[src/rtl/rge_pkg.sv]
// Shared types, constants and helper functions for the random graph edge generator.
package rge_pkg;

  // Counter and field widths
  localparam int CNT_W   = 11;
  localparam int SEED_W  = 31;
  localparam int DRAW_W  = 14;
  localparam int DENS_W  = 10;
  localparam int VTX_W   = 10;
  localparam int THR_W   = 25;
  localparam int DIST_W  = 29;
  localparam int QUOT_W  = 29;
  localparam int QQ_W    = 15;

  // Job queue depth between front and back
  localparam int QDEPTH  = 4;
  localparam int QPTR_W  = 2;

  // seed / 7 by reciprocal: q = (seed * DIV7_MUL) >> DIV7_SHIFT, exact for 31-bit seeds
  localparam logic [31:0] DIV7_MUL     = 32'd2454267027;
  localparam int          DIV7_SHIFT   = 34;
  // q / 10000 by reciprocal, exact for q below 2^29
  localparam logic [29:0] DIV10K_MUL   = 30'd879609303;
  localparam int          DIV10K_SHIFT = 43;
  localparam logic [13:0] DRAW_MOD     = 14'd10000;

  // Threshold scales for the two modes
  localparam logic [3:0]  EXP_SCALE    = 4'd10;
  localparam logic [14:0] GEO_SCALE    = 15'd31847;

  // Configuration register indexes
  localparam logic [2:0] REG_MODE    = 3'd0;
  localparam logic [2:0] REG_VCOUNT  = 3'd1;
  localparam logic [2:0] REG_DENSITY = 3'd2;
  localparam logic [2:0] REG_SEED    = 3'd3;
  localparam logic [2:0] REG_COMPL   = 3'd4;

  // Kind of work handed from front to back
  typedef enum logic [1:0] {
    OP_COORD_X  = 2'd0,
    OP_COORD_Y  = 2'd1,
    OP_PAIR_EXP = 2'd2,
    OP_PAIR_GEO = 2'd3
  } op_t;

  typedef struct packed {
    op_t               op;
    logic [CNT_W-1:0]  row;
    logic [CNT_W-1:0]  col;
    logic              last;
    logic [SEED_W-1:0] seed;
  } job_t;

  typedef struct packed {
    logic valid;
    job_t job;
  } push_t;

  // seed * 65539 mod 2^31 as a shift-add
  function automatic logic [SEED_W-1:0] lcg_next(input logic [SEED_W-1:0] s);
    lcg_next = s + {s[SEED_W-2:0], 1'b0} + {s[SEED_W-17:0], 16'b0};
  endfunction

endpackage

[src/rtl/rge_front.sv]
// Front end: walks the graph phases, advances the seed and issues at most one job per tick.
module rge_front import rge_pkg::*; (
  input  logic              clk,
  input  logic              rst_n,
  input  logic              in_accept,
  input  logic              in_restart,
  input  logic              cfg_geo,
  input  logic [CNT_W-1:0]  v_eff,
  input  logic [SEED_W-1:0] start_seed,
  output push_t             push
);

  typedef enum logic [2:0] {
    PH_DONE  = 3'b001,
    PH_COORD = 3'b010,
    PH_PAIR  = 3'b100
  } phase_t;

  phase_t            phase_r, phase_nxt;
  logic [SEED_W-1:0] seed_r, seed_nxt;
  logic [CNT_W-1:0]  row_r, row_nxt;
  logic [CNT_W-1:0]  col_r, col_nxt;

  // Next phase, counters and issued job for one transfer
  always_comb begin
    logic [SEED_W-1:0] s_adv;
    logic              leave;
    logic [CNT_W-1:0]  col_inc;
    logic [CNT_W-1:0]  row_inc;
    logic [CNT_W-1:0]  row_two;
    s_adv     = lcg_next(seed_r);
    leave     = 1'b0;
    col_inc   = col_r + 1'b1;
    row_inc   = row_r + 1'b1;
    row_two   = row_r + CNT_W'(2);
    phase_nxt = phase_r;
    seed_nxt  = seed_r;
    row_nxt   = row_r;
    col_nxt   = col_r;
    push      = '0;
    push.job.row  = row_r;
    push.job.col  = col_r;
    push.job.seed = s_adv;
    if (in_accept) begin
      if (in_restart) begin
        seed_nxt = start_seed;
        row_nxt  = '0;
        col_nxt  = '0;
        if (v_eff < CNT_W'(2)) begin
          phase_nxt = PH_DONE;
        end else if (cfg_geo) begin
          phase_nxt = PH_COORD;
        end else begin
          phase_nxt = PH_PAIR;
          col_nxt   = CNT_W'(1);
        end
      end else begin
        case (phase_r)
          PH_COORD: begin
            if (row_r < v_eff) begin
              seed_nxt   = s_adv;
              push.valid = 1'b1;
              if (col_r == '0) begin
                push.job.op = OP_COORD_X;
                col_nxt     = CNT_W'(1);
              end else begin
                push.job.op = OP_COORD_Y;
                col_nxt     = '0;
                row_nxt     = row_inc;
                leave       = (row_inc >= v_eff);
              end
            end else begin
              leave = 1'b1;
            end
            // coordinates done: start the pair walk
            if (leave) begin
              if (v_eff < CNT_W'(2)) begin
                phase_nxt = PH_DONE;
              end else begin
                phase_nxt = PH_PAIR;
                row_nxt   = '0;
                col_nxt   = CNT_W'(1);
              end
            end
          end
          PH_PAIR: begin
            if (row_r >= v_eff || col_r >= v_eff || col_r <= row_r) begin
              phase_nxt = PH_DONE;
            end else begin
              push.valid = 1'b1;
              if (cfg_geo) begin
                push.job.op = OP_PAIR_GEO;
              end else begin
                push.job.op = OP_PAIR_EXP;
                seed_nxt    = s_adv;
              end
              push.job.last = ({1'b0, row_r} + 12'd2 == {1'b0, v_eff}) &&
                              ({1'b0, col_r} + 12'd1 == {1'b0, v_eff});
              if (col_inc >= v_eff) begin
                row_nxt = row_inc;
                col_nxt = row_two;
                if (row_two >= v_eff) begin
                  phase_nxt = PH_DONE;
                end
              end else begin
                col_nxt = col_inc;
              end
            end
          end
          default: begin
          end
        endcase
      end
    end
  end

  // State registers
  always_ff @(posedge clk) begin
    if (!rst_n) begin
      phase_r <= PH_DONE;
      seed_r  <= '0;
      row_r   <= '0;
      col_r   <= '0;
    end else begin
      phase_r <= phase_nxt;
      seed_r  <= seed_nxt;
      row_r   <= row_nxt;
      col_r   <= col_nxt;
    end
  end

endmodule

[config.mk]
export PLATFORM = sky130hd
export DESIGN_NAME = rge_front
export DESIGN_NICKNAME = d
export VERILOG_FILES = /design/src/rtl/rge_pkg.sv /design/src/rtl/rge_front.sv
export SDC_FILE = /design/constraint.sdc
export NUM_CORES = 1
export LEC_CHECK = 0
export CAP_MARGIN = 15
export CORE_MARGIN = 4
export CORE_UTILIZATION = 39
export DETAILED_ROUTE_END_ITERATION = 7
export DONT_BUFFER_PORTS = 1
export PLACE_DENSITY = 0.52
export SLEW_MARGIN = 40
export SYNTH_ARGS = -nofsm -noshare
export SYNTH_HDL_FRONTEND = slang
export SYNTH_SLANG_ARGS = --single-unit
[constraint.sdc]
create_clock -name clk -period 7.8 [get_ports clk]
set_input_delay 1.56 -clock clk [delete_from_list [all_inputs] [get_ports clk]]
set_output_delay 1.56 -clock clk [all_outputs]
set_load 0.005 [all_outputs]
==> flow_summary.json <==
{
  "diodes": 0,
  "slowest_stage": "o31a_2",
  "grt_usage_pct": 22.9,
  "yosysSeqAreaShare_pct": 16.3,
  "cp_max_fo": 11,
  "min_period_over_period_pct": 75.8,
  "final_max_slew_viol_count": 0,
  "vias": 6321,
  "ff2ff_path_depth": 12,
  "rsz0062_at_grt": "no",
  "antenna_found_initial": 0,
  "ys_types": 75,
  "hold_ws_ps": 508,
  "wl_per_cell_um": 22.2,
  "area_growth_pct": 4.39,
  "nets": 986,
  "power_density_nw_per_um2": 125,
  "coreArea_um2": 17300,
  "skew_ps": 7.59,
  "period_minus_slack_ps": 5920,
  "setup_ws_ps": 1880,
  "cp_slowest_stage_delay_ps": 380,
  "synth_area_leaders": "ha_1 (21%), dfxtp_1 (16%), xnor2_1 (5.7%)",
  "syn_area_um2": 6870,
  "post_synth_most_frequent_cells": "ha_1 (113), nand2_1 (80), dfxtp_1 (56), nor2_1 (56), a21oi_1 (53)",
  "reg2reg_slack_ps": 3420,
  "rows": 48,
  "gp_congestion": 0.957,
  "cp.required_ps": 6240,
  "critical_path.endpoint": "push[31]",
  "ant_nets": 0,
  "layout-drive-gt1-share_pct": 5.42,
  "crit_chain": "inv_1, ha_1, a21o_1, a21o_1, a211oi_1, o31a_2, a21boi_4, nand2_2, nor2_1, and3_1, and2_1",
  "final.setup.tns_ps": 0,
  "numPortBuffers": 0,
  "worst-slew-pin-transition_ps": 801,
  "first_global_vias": 6476,
  "synth_top_area_share_pct": 20.6,
  "hold_class": "reg -> reg",
  "h-tree-depth": 2,
  "ys_dominant_reg_cell": "dfxtp_1",
  "grt_pass1_wl_um": 35700,
  "start_kind": "input pin",
  "cts_tree": "built",
  "cts_buffers": 5,
  "synth.net_count": 1010,
  "synth_enable_flop_cells": 0,
  "clkLatencyLatePin_ps": 310,
  "relSlewSlack_pct": 46.5,
  "pre_cts_ws_ps": 1900,
  "dp_hpwl_um": 18500,
  "rr_startpoint": "row_r[1]",
  "post-route-util_pct": 41.5,
  "path_common_cell": "a21o_1",
  "setup_viol_count_final": 0,
  "drtIter0Drc": 376,
  "clk_pin_slew_ps": 80,
  "post_cts_buffers": 0,
  "worstSetupPathType": "in -> out",
  "io_pins": 104,
  "die_area_um2": 19800,
  "outcome": "finished, final reports clean",
  "end_kind": "output port",
  "async_flop_share_pct": 0,
  "cts_hold_buffers": 0,
  "drv_cap": 0,
  "crit_start": "v_eff[4]",
  "yosysTopAreaCell": "ha_1",
  "start_util_pct": 39.7,
  "yosysWarnings": 0,
  "syn_inst": 835,
  "drc_errors": 0,
  "cts_buffer_depth": 2,
  "hold_viol_final": 0,
  "fmax_ghz": 0.169,
  "synth_seq_cells": 56,
  "fp.dieW_um": 141,
  "cts_root_buf": "clkbuf_16",
  "ir_drop_mv": 0.0807,
  "vias_per_cell": 6.10,
  "avgSynthCellArea_um2": 8.23,
  "p_leak_nw": 3.21,
  "cts_resized": 0,
  "multi_input_area_um2": 5460,
  "grt_max_degree": 45,
  "wirelength_um": 23000,
  "post-synth-top-count-cell": "ha_1",
  "die_h_um": 141,
  "overflow": 0,
  "cts_sinks": 56,
  "layout.filler_cells": 1787,
  "regArea_um2": 1120,
  "crit_arrival_ps": 4360,
  "r2r-end": "row_r[6]",
  "firstDrtPassIters": 7
}
## power breakdown
part	internal, mW	total [mW]	leakage (nW)	switching (mW)
Sequential	0.300	0.325	0.457	0.0245
Combinational	0.118	0.319	2.68	0.201
Clock	0.123	0.250	0.0748	0.127
Total	0.541	0.893	3.21	0.353
## through the flow
| stage | total power, mW | instance area (µm²) | cells |
|---|---|---|---|
| finish | 0.893 | 7180 | 1037 |
| detailed placement | 0.650 | 7020 | 1029 |
| CTS | 0.903 | 7180 | 1037 |
| global placement | 0.643 | 7010 | 1029 |
| floorplan | 0.573 | 6870 | 835 |
| global route | 0.948 | 7180 | 1037 |
## worst min-delay path by stage
stage                           from          to  cells after the start
after global routing      phase_r[2]  phase_r[2]                      2
after floorplan           seed_r[18]  seed_r[18]                      2
after CTS                 phase_r[2]  phase_r[2]                      2
after global placement    seed_r[18]  seed_r[18]                      2
after detailed placement  seed_r[18]  seed_r[18]                      2
final                     seed_r[18]  seed_r[18]                      2
## flip-flops by register name, indices dropped and copies added, names as in the netlist
name	cells
seed_r	31
row_r	11
col_r	11
phase_r	3
## cell families after synthesis
logic type                 share of synthesized area (%)
and+or+nand+nor                                     17.9
xor gates and xnor gates                            8.03
muxes                                               3.06
AOI/OAI and AO/OA                                   25.2
DFF                                                 16.3
adders and majority gates                           24.9
buffers and inverters                               4.57
## cells in the final DEF (no fill, tap or decap), types with 6 or more instances in the layout
cell type    n
o21ai_0     41
inv_1       33
mux2i_1     21
o21a_1      11
nor4_1      13
a211oi_1    13
xnor2_1     45
a31oi_1     14
nand2_1     80
nand2b_1     7
o21ai_1     12
nor2_1      56
a21o_1      29
dfxtp_1     56
nor3_1      13
a21oi_1     53
a311oi_1    13
xor2_1      18
ha_1       113
fa_1        15
nor2b_1      9
nand4_1     16
nand3_1     26
and3_1       7
and2_1       6
## area by class of cell
| type | instances | area share (%) |
|---|---|---|
| Multi-Input combinational cell | 709 | 76.0 |
| Sequential cell | 56 | 15.6 |
| Tap cell | 225 | 3.92 |
| Inverter | 34 | 1.78 |
| Clock buffer | 5 | 1.74 |
| Timing Repair Buffer | 5 | 0.523 |
| Clock inverter | 3 | 0.366 |
## layer usage
layer,wire (µm),global-route usage [%],vias up
met5,0,0,-
met4,1360,13.2,0
met3,1380,5.22,53
met2,11300,40.6,204
met1,8910,25.0,3026
li1,-,-,3038
## worst max-delay path: cells and delay by family
| kind | cells | cell delay (ps) |
|---|---|---|
| AOI/OAI and AO/OA | 5 | 1320 |
| adders and majority gates | 1 | 280 |
| buffers and inverters | 1 | 150 |
| and+or+nand+nor | 4 | 1050 |
Power figures use the tool's default switching activity.
