**config.mk**
```make
export PLATFORM = sky130hd
export DESIGN_NAME = rge_queue
export DESIGN_NICKNAME = d
export VERILOG_FILES = /design/src/rtl/rge_pkg.sv /design/src/rtl/rge_queue.sv
export SDC_FILE = /design/constraint.sdc
export NUM_CORES = 1
export LEC_CHECK = 0
export ABC_AREA = 0
export BUFFER_PORTS_ARGS = -buffer_cell sky130_fd_sc_hd__buf_4
export CAP_MARGIN = 20
export CORE_MARGIN = 10
export CORE_UTILIZATION = 35
export DETAILED_ROUTE_END_ITERATION = 10
export GPL_ROUTABILITY_DRIVEN = 1
export PLACE_DENSITY = 0.59
export SLEW_MARGIN = 20
export SYNTH_ARGS = -nofsm -noshare
export SYNTH_HDL_FRONTEND = slang
export SYNTH_SLANG_ARGS = --single-unit
```
**constraint.sdc**
```tcl
create_clock -name clk -period 4.2 [get_ports clk]
set_clock_uncertainty 0.1 [all_clocks]
set_input_delay 1.26 -clock clk [delete_from_list [all_inputs] [get_ports clk]]
set_output_delay 1.26 -clock clk [all_outputs]
set_load 0.01 [all_outputs]
```
**src/rtl/rge_pkg.sv**
```systemverilog
// Shared types, constants and helper functions for the random graph edge generator.
package rge_pkg;

  // Counter and field widths
  localparam int CNT_W   = 11;
  localparam int SEED_W  = 31;
  localparam int DRAW_W  = 14;
  localparam int DENS_W  = 10;
  localparam int VTX_W   = 10;
  localparam int THR_W   = 25;
  localparam int DIST_W  = 29;
  localparam int QUOT_W  = 29;
  localparam int QQ_W    = 15;

  // Job queue depth between front and back
  localparam int QDEPTH  = 4;
  localparam int QPTR_W  = 2;

  // seed / 7 by reciprocal: q = (seed * DIV7_MUL) >> DIV7_SHIFT, exact for 31-bit seeds
  localparam logic [31:0] DIV7_MUL     = 32'd2454267027;
  localparam int          DIV7_SHIFT   = 34;
  // q / 10000 by reciprocal, exact for q below 2^29
  localparam logic [29:0] DIV10K_MUL   = 30'd879609303;
  localparam int          DIV10K_SHIFT = 43;
  localparam logic [13:0] DRAW_MOD     = 14'd10000;

  // Threshold scales for the two modes
  localparam logic [3:0]  EXP_SCALE    = 4'd10;
  localparam logic [14:0] GEO_SCALE    = 15'd31847;

  // Configuration register indexes
  localparam logic [2:0] REG_MODE    = 3'd0;
  localparam logic [2:0] REG_VCOUNT  = 3'd1;
  localparam logic [2:0] REG_DENSITY = 3'd2;
  localparam logic [2:0] REG_SEED    = 3'd3;
  localparam logic [2:0] REG_COMPL   = 3'd4;

  // Kind of work handed from front to back
  typedef enum logic [1:0] {
    OP_COORD_X  = 2'd0,
    OP_COORD_Y  = 2'd1,
    OP_PAIR_EXP = 2'd2,
    OP_PAIR_GEO = 2'd3
  } op_t;

  typedef struct packed {
    op_t               op;
    logic [CNT_W-1:0]  row;
    logic [CNT_W-1:0]  col;
    logic              last;
    logic [SEED_W-1:0] seed;
  } job_t;

  typedef struct packed {
    logic valid;
    job_t job;
  } push_t;

  // seed * 65539 mod 2^31 as a shift-add
  function automatic logic [SEED_W-1:0] lcg_next(input logic [SEED_W-1:0] s);
    lcg_next = s + {s[SEED_W-2:0], 1'b0} + {s[SEED_W-17:0], 16'b0};
  endfunction

endpackage

```
**src/rtl/rge_queue.sv**
```systemverilog
// Short job queue that decouples the front end from the back-end pipeline.
module rge_queue import rge_pkg::*; (
  input  logic  clk,
  input  logic  rst_n,
  input  push_t push,
  input  logic  pop,
  output logic  q_valid,
  output job_t  q_job,
  output logic  full
);

  job_t              entry_r [QDEPTH];
  logic [QPTR_W-1:0] wr_ptr_r, wr_ptr_nxt;
  logic [QPTR_W-1:0] rd_ptr_r, rd_ptr_nxt;
  logic [QPTR_W:0]   count_r, count_nxt;
  logic              wr_en;
  logic              rd_en;

  assign full    = (count_r == (QPTR_W+1)'(QDEPTH));
  assign q_valid = (count_r != '0);
  assign q_job   = entry_r[rd_ptr_r];
  assign wr_en   = push.valid && !full;
  assign rd_en   = pop && q_valid;

  // Pointer and fill bookkeeping
  always_comb begin
    wr_ptr_nxt = wr_en ? wr_ptr_r + 1'b1 : wr_ptr_r;
    rd_ptr_nxt = rd_en ? rd_ptr_r + 1'b1 : rd_ptr_r;
    count_nxt  = count_r;
    if (wr_en && !rd_en) begin
      count_nxt = count_r + 1'b1;
    end else if (rd_en && !wr_en) begin
      count_nxt = count_r - 1'b1;
    end
  end

  always_ff @(posedge clk) begin
    if (!rst_n) begin
      wr_ptr_r <= '0;
      rd_ptr_r <= '0;
      count_r  <= '0;
    end else begin
      wr_ptr_r <= wr_ptr_nxt;
      rd_ptr_r <= rd_ptr_nxt;
      count_r  <= count_nxt;
    end
  end

  // Entry storage
  always_ff @(posedge clk) begin
    if (wr_en) begin
      entry_r[wr_ptr_r] <= push.job;
    end
  end

endmodule

```
==> results of run 1 <==
logic make-up after synthesis:
family          count (synthesis)
simple gates                   17
xor+xnor                        4
mux                            59
fa+ha+maj                       6
compound gates                  4
buf+inv                        17
flops                         233
final timing paths:
check                            startpoint           to  slack, ps  depth (start not counted)
worst max-delay path              flip-flop    q_job[52]        630                          3
worst min-delay path            wr_ptr_r[1]  wr_ptr_r[1]        410                          2
worst max register to register   count_r[0]   count_r[2]       1580                          8
worst min register to register  wr_ptr_r[1]  wr_ptr_r[1]        410                          2
area by class of cell:
cell class / instances / area, um^2 / area share [%]
inverters: 3 / 11.3 / 0.107
multi-input cells: 90 / 1560 / 14.8
clock buffers: 29 / 641 / 6.09
repair buffers: 119 / 906 / 8.61
clock inverters: 12 / 85.1 / 0.809
well taps: 324 / 405 / 3.85
flip-flops and latches: 233 / 6910 / 65.7
power breakdown:
group	total (mW)	internal, mW	switching [mW]
Combinational	1.49	0.835	0.656
Sequential	2.99	2.83	0.162
Clock	1.95	1.14	0.811
stage by stage:
stage | util, % | hold slack [ps] | cells
after detailed placement | 40.4 | 393 | 769
final | 43.4 | 407 | 810
after floorplan | - | 368 | 340
after global routing | 43.4 | 441 | 810
after global placement | 40.4 | 379 | 769
after CTS | 43.4 | 410 | 810
flip-flops by register name, indices dropped and copies added, names as in the netlist, named ones only:
register	flops
rd_ptr_r	2
entry_r	224
count_r	3
wr_ptr_r	2
worst min-delay path: cells and delay by family (launching register included):
family / cells / cell delay [ps]
simple gates: 1 / 70
mux: 1 / 60
flops: 1 / 330
per-layer routing:
layer	up-vias	track usage, %	wire length, um
met3	21	3.52	1260
met1	1934	11.8	6280
met4	0	2.77	248
met2	106	17.0	7980
li1	1703	-	-
met5	-	0	0
synth_stat cells:
master,instances
a21boi_0,1
and2_1,8
buf_12,4
buf_2,6
buf_4,1
buf_6,1
clkbuf_1,2
dfxtp_1,9
edfxtp_1,224
fa_1,1
ha_1,5
inv_1,3
mux2i_1,3
mux4_2,56
nand2_1,4
nor2b_1,2
nor3b_2,1
o21ai_0,1
o311ai_1,1
o31ai_2,1
or3_1,2
xnor2_1,3
xor2_1,1
==> flow_summary.json, run 1 <==
{
  "status": "finished clean",
  "worst-path-max-fanout": 21,
  "crit_type": "flip-flop to primary output",
  "drcViolationCount": 0,
  "ir_drop_v": 0.000314,
  "synth_fa_ha_area_share_pct": 0.960,
  "wl_um": 15800,
  "area_growth_pct": 22.3,
  "synth_warnings": 0,
  "grt_pass1_wl_um": 24400,
  "synthMuxAreaShare_pct": 15.0,
  "grt-ovfl-total": 0,
  "nNetsFinal": 537,
  "cts-hold-fix-buffers": 0,
  "die_x_um": 177,
  "layout_commonest_cell": "edfxtp_1",
  "yosys.area_share.xor_xnor_pct": 0.407,
  "fin_setup_tns_ps": 0,
  "synth_fp_nets": 406,
  "slowest_stage": "dfxtp_4",
  "slew_headroom_pct": 40.5,
  "fp.coreArea_mm2": 0.0242,
  "min_period_over_period_pct": 84.9,
  "crit_path_end_kind": "primary output",
  "grt_util_all_layers_pct": 9.98,
  "setup_ws_ps": 633,
  "setup_violations": 0,
  "grt_pass1_vias": 4297,
  "worstSkewPairLatency_ps": 500,
  "final_cell_mix": "edfxtp_1, buf_4, mux4_2",
  "maxCapViolCount": 0,
  "drt_first_pass_iters": 4,
  "antenna_found_initial": 0,
  "fmax_mhz": 280,
  "power_density_mw_per_mm2": 612,
  "critPathRequiredTime_ps": 2840,
  "hpwl_um": 9270,
  "synth_seq_cells": 233,
  "crit_buf_inv": 2,
  "place_ws_ps": 784,
  "hold_class": "flip-flop to flip-flop",
  "n_antenna_cell": 0,
  "syn_avg_cell_area_um2": 25.3,
  "grt_start_max_net_pins": 57,
  "path_common_cell": "buf_4",
  "path_cells": "buf_4, mux4_2, buf_4",
  "port-buffer-count": 117,
  "cts.sink_count": 233,
  "ys_types": 23,
  "critical_path.startpoint_type": "flip-flop",
  "ctsResizeCount": 0,
  "die-area_mm2": 0.0312,
  "nFillCells": 2088,
  "place_area_mm2": 0.00979,
  "synth_top_family_by_area": "multiplexers",
  "arrival_ps": 2210,
  "max_stage_delay_ps": 630,
  "final_max_slew_viol_count": 0,
  "power_mw": 6.43,
  "yosys.area_share.simple_pct": 1.19,
  "synth_largest_area_cell": "edfxtp_1",
  "die_h_um": 177,
  "power.leakage_nw": 3.49,
  "num_io_pins": 118,
  "syn_inst": 340,
  "htreeDepth": 1,
  "netlist.area_leader.share_pct": 78.2,
  "initial_core_util_pct": 35.5,
  "tightest_slew_ps": 893,
  "drtIter0Drc": 156,
  "synth_area_mm2": 0.00860,
  "post_cts_buffers": 0,
  "num_vias": 3764,
  "yosys-top-cells-area": "edfxtp_1, mux4_2, dfxtp_1",
  "detail_route.wl_per_cell_um": 19.5,
  "fin_area_mm2": 0.0105,
  "cts_buffers": 24,
  "std_cell_rows": 57,
  "critPathTopFamily": "flip-flops",
  "cts-root-buf": "clkbuf_16",
  "vias_per_cell": 4.65,
  "cts.reportedPaths.clkPinSlew_ps": 60,
  "drive_gt1_share_pct": 44.2,
  "clock_path_buffers": 3,
  "drtAntennaViolNets": 0,
  "tritoncts": "done",
  "synth_compound_area_share_pct": 0.393,
  "hold_viol_final": 0,
  "yosysSeqAreaShare_pct": 80.3,
  "period_needed_ps": 3570,
  "gp_congestion": 0.680,
  "rsz0062_at_grt": "no"
}
No activity file was read; power rests on OpenSTA's default activity.
==> run 2: changes to the inputs <==
==> constraint.sdc (replaced) <==
create_clock -name clk -period 3.7 [get_ports clk]
set_clock_uncertainty 0.1 [all_clocks]
set_input_delay 1.11 -clock clk [delete_from_list [all_inputs] [get_ports clk]]
set_output_delay 1.11 -clock clk [all_outputs]
set_load 0.01 [all_outputs]
==> run 2 against run 1 <==
Effect of this change:
- power increased by 17%
- sequential share of layout area decreased by 1.2 points
- combinational power increased by 22%
- count of clock-buffer cells in the layout increased by 6
==> flow_summary.json, run 2 (synthesized netlist as in run 1, its figures left out) <==
{
  "grt_util_all_layers_pct": 10.7,
  "drcViolationCount": 0,
  "nFillCells": 2091,
  "cts-root-buf": "clkbuf_16",
  "maxCapViolCount": 0,
  "die-area_mm2": 0.0312,
  "final_cell_mix": "edfxtp_1, buf_4, mux4_2",
  "min_period_over_period_pct": 89.3,
  "critical_path.startpoint_type": "flip-flop",
  "final_max_slew_viol_count": 0,
  "port-buffer-count": 117,
  "clock_path_buffers": 3,
  "fp.coreArea_mm2": 0.0242,
  "largest_register_ffs": 224,
  "cts.reportedPaths.clkPinSlew_ps": 60,
  "critPathRequiredTime_ps": 2490,
  "tritoncts": "done",
  "arrival_ps": 2090,
  "ctsResizeCount": 0,
  "path_common_cell": "buf_4",
  "std_cell_rows": 57,
  "hold_viol_final": 0,
  "status": "finished clean",
  "layout_commonest_cell": "edfxtp_1",
  "htreeDepth": 1,
  "num_vias": 3892,
  "wl_um": 16900,
  "tightest_slew_ps": 581,
  "drt_first_pass_iters": 6,
  "cts_buffers": 24,
  "cts.sink_count": 233,
  "hpwl_um": 10900,
  "power_density_mw_per_mm2": 702,
  "drive_gt1_share_pct": 46.0,
  "r2r-end": "count_r[2]",
  "nNetsFinal": 549,
  "cts-hold-fix-buffers": 0,
  "ir_drop_v": 0.000308,
  "num_io_pins": 118,
  "fin_setup_tns_ps": 0,
  "power.leakage_nw": 3.59,
  "fmax_mhz": 303,
  "grt_pass1_wl_um": 25900,
  "seqCellArea_mm2": 0.00691,
  "period_needed_ps": 3300,
  "crit_path_end_kind": "primary output",
  "area_growth_pct": 24.5,
  "r2r_slack_ps": 1290,
  "slew_headroom_pct": 61.3,
  "grt-ovfl-total": 0,
  "setup_violations": 0,
  "initial_core_util_pct": 35.5,
  "p_int_mw": 5.61,
  "hold_class": "flip-flop to flip-flop",
  "slowest_stage": "dfxtp_4",
  "detail_route.wl_per_cell_um": 20.5,
  "comb_power_share_pct": 24.2,
  "multi_input_area_mm2": 0.00156,
  "regMostFlops": "entry_r",
  "drtIter0Drc": 209,
  "seqPwrFrac_pct": 44.6,
  "reg.largest.list": "entry_r x224, count_r x3",
  "fin_hold_ws_ps": 405,
  "reg2reg_from": "count_r[0]",
  "p_sw_share_pct": 25.3,
  "n_antenna_cell": 0,
  "path_cells": "buf_4, mux4_2, buf_4",
  "grt_start_max_net_pins": 37,
  "crit_type": "flip-flop to primary output",
  "gp_congestion": 0.709,
  "die_h_um": 177,
  "grt_pass1_vias": 4397,
  "drtAntennaViolNets": 0,
  "worstSkewPairLatency_ps": 500,
  "rsz0062_at_grt": "no",
  "crit_path_end": "q_job[21]",
  "post_cts_buffers": 0,
  "switchingPower_mw": 1.90,
  "vias_per_cell": 4.72,
  "clkPwrFrac_pct": 31.2,
  "worst-path-max-fanout": 36,
  "r2r_cells": 9,
  "antenna_found_initial": 0,
  "die_x_um": 177,
  "max_stage_delay_ps": 710
}
run 2: power by group through the flow:
stage / sequential (mW) / clock (mW) / combinational (mW)
after floorplan: 3.33 / 0 / 1.16
after global placement: 3.39 / 0 / 1.87
after detailed placement: 3.41 / 0 / 1.88
after CTS: 3.36 / 2.41 / 1.89
after global routing: 3.38 / 2.51 / 1.98
final: 3.35 / 2.35 / 1.82
run 2: how the worst min path moves through the flow:
stage	start	endpoint	slack, ps	depth (start not counted)
final	wr_ptr_r[1]	wr_ptr_r[1]	410	2
after global routing	wr_ptr_r[1]	wr_ptr_r[1]	440	2
after CTS	wr_ptr_r[1]	wr_ptr_r[1]	410	2
after detailed placement	wr_ptr_r[1]	wr_ptr_r[1]	410	2
after global placement	wr_ptr_r[1]	wr_ptr_r[1]	380	2
after floorplan	wr_ptr_r[1]	wr_ptr_r[1]	370	2
run 2: area by class of cell:
cell class / count / area share (%)
inverters: 3 / 0.105
well taps: 324 / 3.79
multi-input cells: 90 / 14.5
flip-flops and latches: 233 / 64.6
clock inverters: 8 / 0.888
repair buffers: 131 / 9.77
clock buffers: 35 / 6.38
run 2: per-layer routing:
| layer | global-route usage (%) | wire [um] |
|---|---|---|
| met4 | 3.43 | 370 |
| met5 | 0 | 0 |
| met3 | 3.65 | 1200 |
| met2 | 17.8 | 8430 |
| met1 | 12.9 | 6900 |
run 2: worst max-delay path: cells and delay by family, from the launching register on:
family                 cells  cell delay, ps
muxes                      1             340
buffers and inverters      2             510
DFF                        1             710
run 2: metrics by stage:
stage               setup slack (ps)  cells  total power [mW]  area (um^2)  util, %
CTS                              318    824              7.66        10700     44.2
global placement                 855    781              5.26         9930     41.0
detailed placement               658    781              5.30         9930     41.0
floorplan                        455    340              4.48         8600        -
global route                     289    824              7.87        10700     44.2
finish                           396    824              7.52        10700     44.2
